## config.mk

```make
export PLATFORM = sky130hd
export DESIGN_NAME = prefix_expression_evaluator_top
export DESIGN_NICKNAME = d
export VERILOG_FILES = /design/src/pee_pkg.sv /design/src/pee_ram.sv /design/src/pee_alu.sv /design/src/prefix_expression_evaluator_top.sv
export SDC_FILE = /design/constraint.sdc
export NUM_CORES = 2
export LEC_CHECK = 0
export ABC_AREA = 1
export BUFFER_PORTS_ARGS = -buffer_cell sky130_fd_sc_hd__buf_2
export CAP_MARGIN = 20
export CORE_ASPECT_RATIO = 0.5
export CORE_MARGIN = 2
export CORE_UTILIZATION = 30
export CTS_BUF_LIST = sky130_fd_sc_hd__clkbuf_4
export CTS_CLUSTER_DIAMETER = 50
export CTS_CLUSTER_SIZE = 8
export DETAILED_ROUTE_END_ITERATION = 16
export PLACE_DENSITY_LB_ADDON = 0.05
export SYNTH_ARGS = -nofsm -noshare
export SYNTH_HDL_FRONTEND = slang
export SYNTH_SLANG_ARGS = --single-unit
```

## constraint.sdc

```tcl
create_clock -name clk -period 6.34 [get_ports clk]
set_input_delay 1.268 -clock clk [delete_from_list [all_inputs] [get_ports clk]]
set_output_delay 1.268 -clock clk [all_outputs]
set_load 0.1 [all_outputs]
```

## src/pee_pkg.sv

```systemverilog
// shared constants and types for the prefix expression evaluator
`timescale 1ns / 1ps
package pee_pkg;

	localparam int unsigned STACK_DEPTH_DEF = 32;
	localparam int unsigned WORD_W = 32;

	// character codes
	localparam logic [7:0] CH_PLUS  = 8'h2B;
	localparam logic [7:0] CH_MINUS = 8'h2D;
	localparam logic [7:0] CH_MUL   = 8'h2A;
	localparam logic [7:0] CH_DIV   = 8'h2F;
	localparam logic [7:0] CH_SPACE = 8'h20;
	localparam logic [7:0] CH_ZERO  = 8'h30;
	localparam logic [7:0] CH_NINE  = 8'h39;

	localparam logic [WORD_W-1:0] EMPTY_POP = '1;

	// request to the shared multiply / divide unit
	typedef struct packed {
		logic start;
		logic is_div;
	} alu_req_t;

	// status back from the shared unit
	typedef struct packed {
		logic done;
		logic div_zero;
	} alu_rsp_t;

endpackage

```

## src/pee_ram.sv

```systemverilog
// generic single write port ram with registered read
`timescale 1ns / 1ps
module pee_ram #(
	parameter int unsigned WIDTH = 32,
	parameter int unsigned DEPTH = 32
) (
	input  logic                     clk,
	input  logic                     we,
	input  logic [$clog2(DEPTH)-1:0] waddr,
	input  logic [WIDTH-1:0]         wdata,
	input  logic                     re,
	input  logic [$clog2(DEPTH)-1:0] raddr,
	output logic [WIDTH-1:0]         rdata
);

	logic [WIDTH-1:0] mem_q [DEPTH];
	logic [WIDTH-1:0] rdata_q;

	always_ff @(posedge clk) begin
		if (we) begin
			mem_q[waddr] <= wdata;
		end
		if (re) begin
			rdata_q <= mem_q[raddr];
		end
	end

	assign rdata = rdata_q;

endmodule

```

## src/pee_alu.sv

```systemverilog
// iterative 32-bit multiply and truncating divide around one shared adder
`timescale 1ns / 1ps
module pee_alu (
	input  logic                              clk,
	input  logic                              arst_n,
	input  pee_pkg::alu_req_t                 req,
	input  logic [pee_pkg::WORD_W-1:0]        opa,
	input  logic [pee_pkg::WORD_W-1:0]        opb,
	output pee_pkg::alu_rsp_t                 rsp,
	output logic [pee_pkg::WORD_W-1:0]        result
);

	localparam int unsigned W = pee_pkg::WORD_W;
	localparam int unsigned SW = $clog2(W);

	localparam logic [1:0] A_IDLE = 2'd0;
	localparam logic [1:0] A_RUN  = 2'd1;
	localparam logic [1:0] A_FIX  = 2'd2;

	logic [1:0]    state_q;
	logic          is_div_q;
	logic          neg_q;
	logic [SW-1:0] step_q;
	logic [W-1:0]  a_q;
	logic [W-1:0]  b_q;
	logic [W-1:0]  acc_q;
	logic [W-1:0]  res_q;
	logic          done_q;
	logic          dz_q;

	logic [W-1:0]  add_x;
	logic [W-1:0]  add_y;
	logic [W:0]    add_sum;
	logic [W-1:0]  mag_a;
	logic [W-1:0]  mag_b;

	// magnitudes of the operands for the divide
	assign mag_a = opa[W-1] ? (~opa + 1'b1) : opa;
	assign mag_b = opb[W-1] ? (~opb + 1'b1) : opb;

	// shared adder: accumulate for multiply, trial subtract for divide, negate at the end
	always_comb begin
		if (state_q == A_FIX) begin
			add_x = '0;
			add_y = b_q;
		end else if (is_div_q) begin
			add_x = {acc_q[W-2:0], b_q[W-1]};
			add_y = a_q;
		end else begin
			add_x = acc_q;
			add_y = a_q;
		end
		add_sum = {1'b0, add_x} + {1'b0, (is_div_q ? ~add_y : add_y)}
			+ {{W{1'b0}}, is_div_q};
	end

	always_ff @(posedge clk or negedge arst_n) begin
		if (!arst_n) begin
			state_q  <= A_IDLE;
			is_div_q <= 1'b0;
			done_q   <= 1'b0;
			dz_q     <= 1'b0;
		end else begin
			done_q <= 1'b0;
			unique case (state_q)
				A_IDLE: begin
					if (req.start) begin
						is_div_q <= req.is_div;
						acc_q    <= '0;
						step_q   <= '0;
						dz_q     <= 1'b0;
						if (req.is_div) begin
							if (opb == '0) begin
								res_q  <= '0;
								dz_q   <= 1'b1;
								done_q <= 1'b1;
							end else begin
								a_q     <= mag_b;
								b_q     <= mag_a;
								neg_q   <= opa[W-1] ^ opb[W-1];
								state_q <= A_RUN;
							end
						end else begin
							a_q     <= opa;
							b_q     <= opb;
							state_q <= A_RUN;
						end
					end
				end
				A_RUN: begin
					if (is_div_q) begin
						acc_q <= add_sum[W] ? add_sum[W-1:0] : add_x;
						b_q   <= {b_q[W-2:0], add_sum[W]};
					end else begin
						if (b_q[0]) begin
							acc_q <= add_sum[W-1:0];
						end
						a_q <= {a_q[W-2:0], 1'b0};
						b_q <= {1'b0, b_q[W-1:1]};
					end
					step_q <= step_q + 1'b1;
					if (step_q == SW'(W - 1)) begin
						state_q <= A_FIX;
					end
				end
				A_FIX: begin
					if (is_div_q) begin
						res_q <= neg_q ? add_sum[W-1:0] : b_q;
					end else begin
						res_q <= acc_q;
					end
					done_q  <= 1'b1;
					state_q <= A_IDLE;
				end
				default: begin
					state_q <= A_IDLE;
				end
			endcase
		end
	end

	assign rsp.done     = done_q;
	assign rsp.div_zero = dz_q;
	assign result       = res_q;

endmodule

```

## src/prefix_expression_evaluator_top.sv

```systemverilog
// top level of the prefix expression evaluator: sequencer, operand stack and result register
//
// usage:
// - input channel (in_valid / in_ready, char_code, last_char) takes one character word at a
//   time, fed from the end of the expression string toward its start; last_char marks the
//   first character of the string and closes the expression
// - digits push 0-9, spaces are skipped, + - * / pop top then next and push top op next,
//   any other code pops two and pushes zero
// - output channel (out_valid / out_ready, value and three sticky flags) carries one word per
//   expression, produced after the word with last_char is worked off
// - one word at a time: in_ready is high only while the sequencer is idle
// - * and / wait on the 32 steps of the shared multiply / divide unit; each stack pop goes
//   through the registered read port of the stack ram (an empty stack skips the read)
// - a word with last_char adds a final pop and the hand-off of the result
// - a result waiting on a stalled receiver sits in the output register; the block keeps
//   taking words and only holds at the end of the next expression until that register frees
// - reset empties the stack and clears the working flags and out_valid; stack contents need no clearing
`timescale 1ns / 1ps
module prefix_expression_evaluator_top #(
	parameter int unsigned STACK_DEPTH = pee_pkg::STACK_DEPTH_DEF
) (
	input  logic        clk,
	input  logic        arst_n,
	input  logic        in_valid,
	output logic        in_ready,
	input  logic [7:0]  char_code,
	input  logic        last_char,
	output logic        out_valid,
	input  logic        out_ready,
	output logic signed [31:0] value,
	output logic        overflow_flag,
	output logic        underflow_flag,
	output logic        div_zero_flag
);

	localparam int unsigned W  = pee_pkg::WORD_W;
	localparam int unsigned CW = $clog2(STACK_DEPTH + 1);   // count holds 0..depth
	localparam int unsigned AW = $clog2(STACK_DEPTH);       // ram address

	// sequencer states
	localparam logic [2:0] S_IDLE     = 3'd0;
	localparam logic [2:0] S_DECODE   = 3'd1;
	localparam logic [2:0] S_POP      = 3'd2;
	localparam logic [2:0] S_POP_DATA = 3'd3;
	localparam logic [2:0] S_EXEC     = 3'd4;
	localparam logic [2:0] S_CALC     = 3'd5;
	localparam logic [2:0] S_PUSH     = 3'd6;
	localparam logic [2:0] S_EMIT     = 3'd7;

	// which operand a pop fills
	localparam logic [1:0] SEL_T     = 2'd0;
	localparam logic [1:0] SEL_U     = 2'd1;
	localparam logic [1:0] SEL_FINAL = 2'd2;

	logic [2:0]    state_q;
	logic [1:0]    sel_q;
	logic [7:0]    char_q;
	logic          last_q;
	logic [CW-1:0] count_q;
	logic          ovf_q;
	logic          unf_q;
	logic          dz_q;
	logic [W-1:0]  t_q;
	logic [W-1:0]  u_q;
	logic [W-1:0]  r_q;

	// output register
	logic          out_valid_q;
	logic [W-1:0]  value_q;
	logic          ovf_out_q;
	logic          unf_out_q;
	logic          dz_out_q;

	logic          stack_empty;
	logic          stack_full;
	logic [CW-1:0] count_dec;
	logic          ram_we;
	logic          ram_re;
	logic [W-1:0]  ram_rdata;
	logic          pop_store;
	logic [W-1:0]  pop_word;
	logic          emit_go;
	logic          is_digit;

	pee_pkg::alu_req_t alu_req;
	pee_pkg::alu_rsp_t alu_rsp;
	logic [W-1:0]      alu_result;

	assign stack_empty = (count_q == '0);
	assign stack_full  = (count_q == CW'(STACK_DEPTH));
	assign count_dec   = count_q - 1'b1;
	assign is_digit    = (char_q >= pee_pkg::CH_ZERO) && (char_q <= pee_pkg::CH_NINE);

	// stack ram: pushes write at count, pops read at count - 1
	assign ram_we = (state_q == S_PUSH) && !stack_full;
	assign ram_re = (state_q == S_POP) && !stack_empty;

	pee_ram #(
		.WIDTH(W),
		.DEPTH(STACK_DEPTH)
	) u_stack (
		.clk   (clk),
		.we    (ram_we),
		.waddr (count_q[AW-1:0]),
		.wdata (r_q),
		.re    (ram_re),
		.raddr (count_dec[AW-1:0]),
		.rdata (ram_rdata)
	);

	// shared multiply / divide: top word is the left operand
	assign alu_req.start  = (state_q == S_EXEC)
		&& ((char_q == pee_pkg::CH_MUL) || (char_q == pee_pkg::CH_DIV));
	assign alu_req.is_div = (char_q == pee_pkg::CH_DIV);

	pee_alu u_alu (
		.clk    (clk),
		.arst_n (arst_n),
		.req    (alu_req),
		.opa    (t_q),
		.opb    (u_q),
		.rsp    (alu_rsp),
		.result (alu_result)
	);

	// a pop lands either straight away (empty stack gives all ones) or in the cycle after the read
	assign pop_store = ((state_q == S_POP) && stack_empty) || (state_q == S_POP_DATA);
	assign pop_word  = (state_q == S_POP) ? pee_pkg::EMPTY_POP : ram_rdata;

	assign emit_go  = (state_q == S_EMIT) && (!out_valid_q || out_ready);
	assign in_ready = (state_q == S_IDLE);

	always_ff @(posedge clk or negedge arst_n) begin
		if (!arst_n) begin
			state_q <= S_IDLE;
			sel_q   <= SEL_T;
			count_q <= '0;
			ovf_q   <= 1'b0;
			unf_q   <= 1'b0;
			dz_q    <= 1'b0;
		end else begin
			if (pop_store) begin
				unique case (sel_q)
					SEL_T: begin
						t_q     <= pop_word;
						sel_q   <= SEL_U;
						state_q <= S_POP;
					end
					SEL_U: begin
						u_q     <= pop_word;
						state_q <= S_EXEC;
					end
					default: begin
						r_q     <= pop_word;
						state_q <= S_EMIT;
					end
				endcase
			end

			unique case (state_q)
				S_IDLE: begin
					if (in_valid) begin
						char_q  <= char_code;
						last_q  <= last_char;
						state_q <= S_DECODE;
					end
				end
				S_DECODE: begin
					if (is_digit) begin
						r_q     <= {{(W - 8){1'b0}}, char_q - pee_pkg::CH_ZERO};
						state_q <= S_PUSH;
					end else if (char_q == pee_pkg::CH_SPACE) begin
						sel_q   <= SEL_FINAL;
						state_q <= last_q ? S_POP : S_IDLE;
					end else begin
						sel_q   <= SEL_T;
						state_q <= S_POP;
					end
				end
				S_POP: begin
					if (stack_empty) begin
						unf_q <= 1'b1;
					end else begin
						count_q <= count_dec;
						state_q <= S_POP_DATA;
					end
				end
				S_POP_DATA: begin
					// next state set by the pop store above
				end
				S_EXEC: begin
					case (char_q) inside
						pee_pkg::CH_PLUS: begin
							r_q     <= t_q + u_q;
							state_q <= S_PUSH;
						end
						pee_pkg::CH_MINUS: begin
							r_q     <= t_q - u_q;
							state_q <= S_PUSH;
						end
						pee_pkg::CH_MUL, pee_pkg::CH_DIV: begin
							state_q <= S_CALC;
						end
						default: begin
							r_q     <= '0;
							state_q <= S_PUSH;
						end
					endcase
				end
				S_CALC: begin
					if (alu_rsp.done) begin
						r_q     <= alu_result;
						dz_q    <= dz_q | alu_rsp.div_zero;
						state_q <= S_PUSH;
					end
				end
				S_PUSH: begin
					if (stack_full) begin
						ovf_q <= 1'b1;
					end else begin
						count_q <= count_q + 1'b1;
					end
					sel_q   <= SEL_FINAL;
					state_q <= last_q ? S_POP : S_IDLE;
				end
				S_EMIT: begin
					if (emit_go) begin
						count_q <= '0;
						ovf_q   <= 1'b0;
						unf_q   <= 1'b0;
						dz_q    <= 1'b0;
						state_q <= S_IDLE;
					end
				end
				default: begin
					state_q <= S_IDLE;
				end
			endcase
		end
	end

	// output word register
	always_ff @(posedge clk or negedge arst_n) begin
		if (!arst_n) begin
			out_valid_q <= 1'b0;
		end else if (emit_go) begin
			out_valid_q <= 1'b1;
		end else if (out_ready) begin
			out_valid_q <= 1'b0;
		end
	end

	always_ff @(posedge clk) begin
		if (emit_go) begin
			value_q   <= r_q;
			ovf_out_q <= ovf_q;
			unf_out_q <= unf_q;
			dz_out_q  <= dz_q;
		end
	end

	assign out_valid      = out_valid_q;
	assign value          = value_q;
	assign overflow_flag  = ovf_out_q;
	assign underflow_flag = unf_out_q;
	assign div_zero_flag  = dz_out_q;

	// the stack never holds more than its depth
	a_count_bound: assert property (@(posedge clk) disable iff (!arst_n)
		count_q <= CW'(STACK_DEPTH))
		else $error("stack count beyond depth");

	// a full stack is never written
	a_no_full_write: assert property (@(posedge clk) disable iff (!arst_n)
		ram_we |-> !stack_full)
		else $error("push written into a full stack");

	// the shared unit only reports back while the sequencer waits for it
	a_alu_done_calc: assert property (@(posedge clk) disable iff (!arst_n)
		alu_rsp.done |-> (state_q == S_CALC))
		else $error("multiply/divide finished outside its wait state");

	// handing off a result leaves a clean stack and flags for the next expression
	a_emit_clears: assert property (@(posedge clk) disable iff (!arst_n)
		emit_go |=> (count_q == '0) && !ovf_q && !unf_q && !dz_q && out_valid_q)
		else $error("expression state not cleared after result");

endmodule
```

### Word-level counts from Yosys, hierarchy flattened

Memories as Yosys holds them, arrays and structs flattened. A register that Yosys moved wholly into a read port is not among the register bits.
Cells that the tools add are included.

| operators by class | value |
|---|---|
| add/subtract/negate cells | 10 |
| $lt $le $gt $ge | 2 |
| equality and inequality tests | 30 |
| muxes and demuxes | 80 |
| bitwise operators | 6 |
| reduce and logical (&&, ||, !) cells | 41 |

Operator list:

| cell | count |
|---|---|
| $mux 32 | 31 |
| $pmux 32 s2 | 4 |
| $not 32->32 | 3 |
| $pmux 32 s3 | 1 |
| $add 32x1->32 const B | 2 |
| $eq 8x6->1 const B | 5 |
| $add 32x32->33 | 1 |
| $add 33x1->33 | 1 |
| $add 32x32->32 | 1 |
| $logic_not 32->1 | 1 |
| $sub 32x32->32 | 1 |
| $mux 2 | 13 |
| $reduce_and 3->1 | 8 |
| $pmux 3 s7 | 1 |
| $mux 3 | 6 |
| $mux 6 | 3 |
| $pmux 6 s3 | 1 |
| $reduce_and 5->1 | 3 |
| $ne 2x2->1 const B | 7 |
| $eq 3x3->1 const B | 4 |
| $reduce_and 4->1 | 3 |
| $reduce_bool 2->1 | 6 |
| $mux 1 | 11 |
| $pmux 5 s2 | 1 |
| 31 further kinds | 51 |

| storage, ports and cells | value |
|---|---|
| bits in registers | 294 |
| RAM bits | 1024 |
| input port bits | 13 |
| output and inout bits | 37 |
| logic and storage cells | 196 |
| memories | 1 |

Memory list:

| name | words | width | rd ports | clocked after Yosys merged registers in | write ports | RTL line | text |
|---|---|---|---|---|---|---|---|
| u_stack.mem_q | 32 | 32 | 1 | 1 | 1 | pee_ram.sv:16 | `logic [WIDTH-1:0] mem_q [DEPTH];` |

### Logic depth before layout (Yosys ltp)

| logic depth | value |
|---|---|
| word-level depth | 9 |
| gate-level depth with buffers | 21 |
| depth with buffers taken out | 20 |

### Cells and area by module

From an unflattened synthesis, not the netlist that was laid out.

| second synthesis, totals | value |
|---|---|
| cell total of the unflattened synthesis | 6993 |
| area total of the unflattened synthesis | 66916.7 µm² |

By module, submodules not included:

| module | instances | cells each | area each (µm²) | sequential area each (µm²) |
|---|---|---|---|---|
| pee_ram | 1 | 3536 | 42726.0 | 31710.4 |
| prefix_expression_evaluator_top | 1 | 1782 | 12324.3 | 4579.4 |
| pee_alu | 1 | 1675 | 11866.4 | 4149.0 |

### Worst setup path before layout

No wires, ideal clock.

| path | value |
|---|---|
| kind | reg2reg |
| start | register char_q[4] |
| end | register u_alu.a_q[0], enable pin |
| library setup time | 0.501 ns |
| arrival time | 4.507 ns |
| data required time | 5.839 ns |
| setup slack | 1.332 ns |
| cell stages (with the launch flop) | 11 |
| period minus slack after synthesis | 5.008 ns |
| cells stage by stage | edfxtp_1 > inv_1 > ha_1 > nand2_2 > nor3_1 > nand2_1 > nand2_4 > inv_2 > nor2_8 > a21oi_1 > nor4_1 |

| on the way | value |
|---|---|
| cells in the longest elaborated chain, start to end | 5 |
| elaborated cells between the ends (all ways) | 7 |

RTL lines:

| what | RTL line | text |
|---|---|---|
| start, declared | prefix_expression_evaluator_top.sv:57 | `logic [7:0] char_q;` |
| start signal, assigned | prefix_expression_evaluator_top.sv:163 | `char_q <= char_code;` |
| $eq 8x6->1, on equally long branches | prefix_expression_evaluator_top.sv:113, prefix_expression_evaluator_top.sv:114 |  |
| $logic_or 1x1->1 | prefix_expression_evaluator_top.sv:113 | `&& ((char_q == pee_pkg::CH_MUL) \|\| (char_q == pee_pkg::CH_DIV));` |
| $logic_and 1x1->1 | prefix_expression_evaluator_top.sv:113 |  |
| $ne 2x2->1 (no source line) | -- |  |
| $reduce_and 5->1 (no source line) * | -- |  |
| end signal, assigned | pee_alu.sv:78 | `a_q <= mag_b;` |
| end signal, assigned | pee_alu.sv:84 | `a_q <= opa;` |
| end signal, assigned | pee_alu.sv:98 | `a_q <= {a_q[W-2:0], 1'b0};` |
| end, declared | pee_alu.sv:24 | `logic [W-1:0] a_q;` |

Every way passes the cells marked *; elsewhere a longest branch is shown, timed or not.
A chain may end at the register's enable or synchronous reset.

### Worst setup path in the final report

| path | value |
|---|---|
| start | register u_alu.state_q[0] |
| end | register u_alu.acc_q[19], data pin |

| on the way | value |
|---|---|
| cells in the longest elaborated chain, start to end | 9 |
| elaborated cells between the ends (all ways) | 13 |

RTL lines:

| what | RTL line | text |
|---|---|---|
| start, declared | pee_alu.sv:20 | `logic [1:0] state_q;` |
| start signal, assigned | pee_alu.sv:59 | `state_q <= A_IDLE;` |
| start signal, assigned | pee_alu.sv:81 | `state_q <= A_RUN;` |
| start signal, assigned | pee_alu.sv:86 | `state_q <= A_RUN;` |
| $eq 2x2->1 | pee_alu.sv:43 | `if (state_q == A_FIX) begin` |
| $mux 32 | pee_alu.sv:43 |  |
| $not 32->32 | pee_alu.sv:53 | `add_sum = {1'b0, add_x} + {1'b0, (is_div_q ? ~add_y : add_y)}` |
| $mux 32 | pee_alu.sv:53 |  |
| $add 32x32->33 | pee_alu.sv:53 |  |
| $add 33x1->33 | pee_alu.sv:54 | `+ {{W{1'b0}}, is_div_q};` |
| $mux 32, on equally long branches | pee_alu.sv:95, pee_alu.sv:92 |  |
| $mux 32 | pee_alu.sv:91 | `if (is_div_q) begin` |
| $pmux 32 s2 * | pee_alu.sv:65 | `unique case (state_q)` |
| end signal, assigned | pee_alu.sv:92 | `acc_q <= add_sum[W] ? add_sum[W-1:0] : add_x;` |
| end signal, assigned | pee_alu.sv:96 | `acc_q <= add_sum[W-1:0];` |
| end, declared | pee_alu.sv:26 | `logic [W-1:0] acc_q;` |

Every way passes the cells marked *; elsewhere a longest branch is shown, timed or not. The select of a mux whose other input is x is not followed.

==> run_results.csv <==
group,metric,value,unit
outcome,outcome,"completed",
clock_network,clockRootBuffer,"clkbuf_4",
timing,fmax,221.0,MHz
synthesis,async_reset_ff_share,1.481,%
global_routing,antenna_found_initial,29,
synthesis,synth-seq-cells,1350,
synthesis,synth_cell_types,58,
detailed_routing,route.antenna.remaining_nets,0,
synthesis,synth_flop_cell,"edfxtp_1",
layout,multi_input_area,20340,um^2
synthesis,syn_nets,5983,
global_routing,grt_start_max_net_pins,168,
detailed_routing,drc,0,
layout,final_layout_size_suffix_gt1_share,9.611,%
timing,period_minus_slack,4.525,ns
global_routing,gr-usage-met2,35.93,%
timing,finalSetupViolCount,0,
die,initial_core_util,30.10,%
hold_path,hold_depth,1,
die,pin_count,50,
layout,layout_commonest_cell,"edfxtp_1",
clock_network,clk-insertion-delay-late,1.20,ns
worst_setup_path,required,7.13,ns
clock_network,clk_pin_slew_worst_paths,0.11,ns
detailed_routing,drtIter0Drc,4909,
clock_network,postCtsSetupBuffers,0,
synthesis,synth_edf_count,1330,
timing,hold_violations,0,
layout,design_area,69410,um^2
worst_setup_path,crit_arrival,5.32,ns
synthesis,synth_top_area_share,63.25,%
synthesis,syn_avg_cell_area,10.77,um^2
die,core_region_area,209800,um^2
clock_network,h-tree-depth,4,
worst_setup_path,cp_max_fo,76,
placement,globalplace.congestion,0.9191,
placement,place_hpwl,161.0,mm
synthesis,synth_top_area_cell,"edfxtp_1",
worst_setup_path,r2r_cells,21,
timing,tightest_slew,1.189,ns
power,p_leak,0.02363,uW
layout,regArea,40440,um^2
detailed_routing,via_per_inst,5.406,
detailed_routing,firstDrtPassIters,5,
global_routing,grt_overflow,0,
global_routing,top_usage_layer,"met2",
hold_path,hold_path_class,"in -> reg",
worst_setup_path,cp-start-kind,"flip-flop",
global_routing,track_usage,23.06,%
timing,timing.final.crit_share,71.38,%
die,std_cell_rows,119,
placement,port_buffers,49,
detailed_routing,routed_wl,253.1,mm
synthesis,syn_area,63140,um^2
placement,placed_cell_area,67290,um^2
synthesis,synth_warnings,0,
global_routing,grt_pass1_wl,354.8,mm
timing,fin_skew,0.1537,ns
clock_network,cts_made_buffers,203,
global_routing,grt_pass1_vias,46130,
timing,relSlewSlack,20.54,%
die,dieWidth,652.8,um
synthesis,yosysSeqAreaShare,64.04,%
global_routing,use_met1,33.84,%
synthesis,syn_inst,5862,
timing,finalMaxSlewViolations,0,
run,max-cap-violations,0,
synthesis,synthTopCellsByArea,"edfxtp_1 (63%), o21ai_0 (6.7%), nor2_1 (5.3%)",
detailed_routing,vias,47480,
layout,finish.net_count,6053,
power,p_per_area,505.3,nW/um^2
timing,tns,0,ns
layout,final_cell_mix,"edfxtp_1 (1330), nor2_1 (860), o21ai_0 (851)",
die,die_area,214400,um^2
layout,num-fill-cells,21200,
worst_setup_path,worstSetupPathType,"reg -> reg",
clock_network,clockBufferDepth,4,
layout,area_growth,9.917,%
clock_network,cts_tree,"yes",
worst_setup_path,endpoint_kind,"flip-flop",
clock_network,cts_hold_buffers,0,
global_routing,met3_usage,2.955,%
power,max-vdd-ir-drop,0.0005920,V
die,die_h,328.4,um
detailed_routing,wl_per_cell,28.82,um
clock_network,cts_resized,0,
clock_network,cts.sinks,1350,
timing,grt_setup_unrepaired,"false",
-- synthesized netlist by cell type (4+ instances only) --
cell type and number:
nor4_1 11, o211ai_1 50, nand4_1 24, o22ai_1 73, inv_1 367, edfxtp_1 1330, a32oi_1 32, mux2i_1 10
a22oi_1 10, nor2_2 4, nand3_1 240, xnor2_1 20, or2_2 40, a21oi_1 314, buf_2 28, nand2_2 4
a21boi_0 6, nand2_1 630, dfrtp_1 20, clkbuf_1 286, nor2_1 897, xor2_1 70, o221ai_1 224, a31oi_1 41
a21boi_1 6, nor3_1 46, o21bai_1 21, o2111ai_1 4, buf_1 23, o21ai_1 7, ha_1 105, a21o_1 13
o21a_1 12, nand3b_1 8, o21ai_0 851
-- cell families after synthesis --
logic type | share of synthesized area (%)
AND/OR/NAND/NOR | 12.43
adder cells (fa/ha/maj) | 2.176
AO/OA/AOI/OAI | 15.64
flip-flops | 64.04
buffers and inverters | 4.308
multiplexers | 0.1585
XOR/XNOR | 1.248
-- flip-flops by register name, indices dropped and copies added (netlist names), 2 cells and up --
signal	cells
u_alu.result	32
value	32
u_alu.step_q	5
u_alu.a_q	32
u_alu.b_q	32
u_alu.state_q	2
u_stack.rdata	32
char_q	8
sel_q	2
u_alu.acc_q	32
state_q	3
r_q	32
u_stack.mem_q	1024
t_q	32
count_q	6
u_q	32
-- metrics by stage --
step / setup slack (ns) / instances / utilization, % / power, uW / hold WS [ns]
floorplan: 1.332 / 5862 / - / 22310 / 0.4186
global placement: 1.762 / 8504 / 32.03 / 30000 / 0.4367
detailed placement: 1.822 / 8509 / 32.07 / 29980 / 0.4418
CTS: 1.743 / 8775 / 33.07 / 35360 / 0.07709
global route: 1.422 / 8780 / 33.08 / 37250 / 0.1123
finish: 1.815 / 8783 / 33.08 / 35070 / 0.2456
-- power by group --
part | leakage [uW] | internal (uW) | total, uW | switching (uW)
Combinational | 0.00997 | 4530 | 17400 | 12800
Clock | 0.00125 | 2000 | 5300 | 3290
Sequential | 0.0124 | 11900 | 12400 | 498
Total | 0.0236 | 18500 | 35100 | 16600
-- worst paths after layout --
path	startpoint	to	slack (ns)
setup reg to reg	u_alu.state_q[0]$_DFFE_PN0P_	u_alu.acc_q[19]$_SDFFCE_PN0P_	1.81
hold / removal	char_code[1]	char_q[1]$_DFFE_PP_	0.25
max in group asynchronous	arst_n	u_alu.is_div_q$_DFFE_PN0P_	5.15
setup / recovery	u_alu.state_q[0]$_DFFE_PN0P_	u_alu.acc_q[19]$_SDFFCE_PN0P_	1.81
hold reg to reg	dz_q$_DFFE_PN0P_	div_zero_flag$_DFFE_PP_	0.47
min in group asynchronous	arst_n	count_q[0]$_DFFE_PN0P_	0.73
-- final cells by class --
type | count | area share (%)
Multi-Input combinational cell | 3801 | 29.30
Timing Repair Buffer | 205 | 2.333
Clock buffer | 243 | 2.628
Clock inverter | 23 | 0.3894
Sequential cell | 1350 | 58.27
Antenna cell | 7 | 0.02524
Tap cell | 2783 | 5.017
Inverter | 371 | 2.039
-- worst max-delay path, cell delays in order (launching register included) --
cell and delay (ns):
dfrtp_1 0.44, inv_1 0.13, nand2_2 0.09, buf_4 0.61
nand2_1 0.19, nand2_1 0.15, nand2_1 0.11, nand2_1 0.11
inv_1 0.09, fa_1 0.47, nand3_1 0.10, nand2_1 0.13
nand3_1 0.10, nand2_1 0.13, nand2_1 0.09, nand2_1 0.10
nand2_1 0.08, nand3_1 0.12, inv_1 0.68, nand2_1 0.11
nand2_1 0.10, a31oi_1 0.06
-- per-layer routing --
metal	share of wire (%)	up-vias
met5	0.024	-
met4	2.6	8
met3	5.4	343
met2	45	1542
met1	47	24130
li1	-	21460
(Power assumes the default switching activity.)
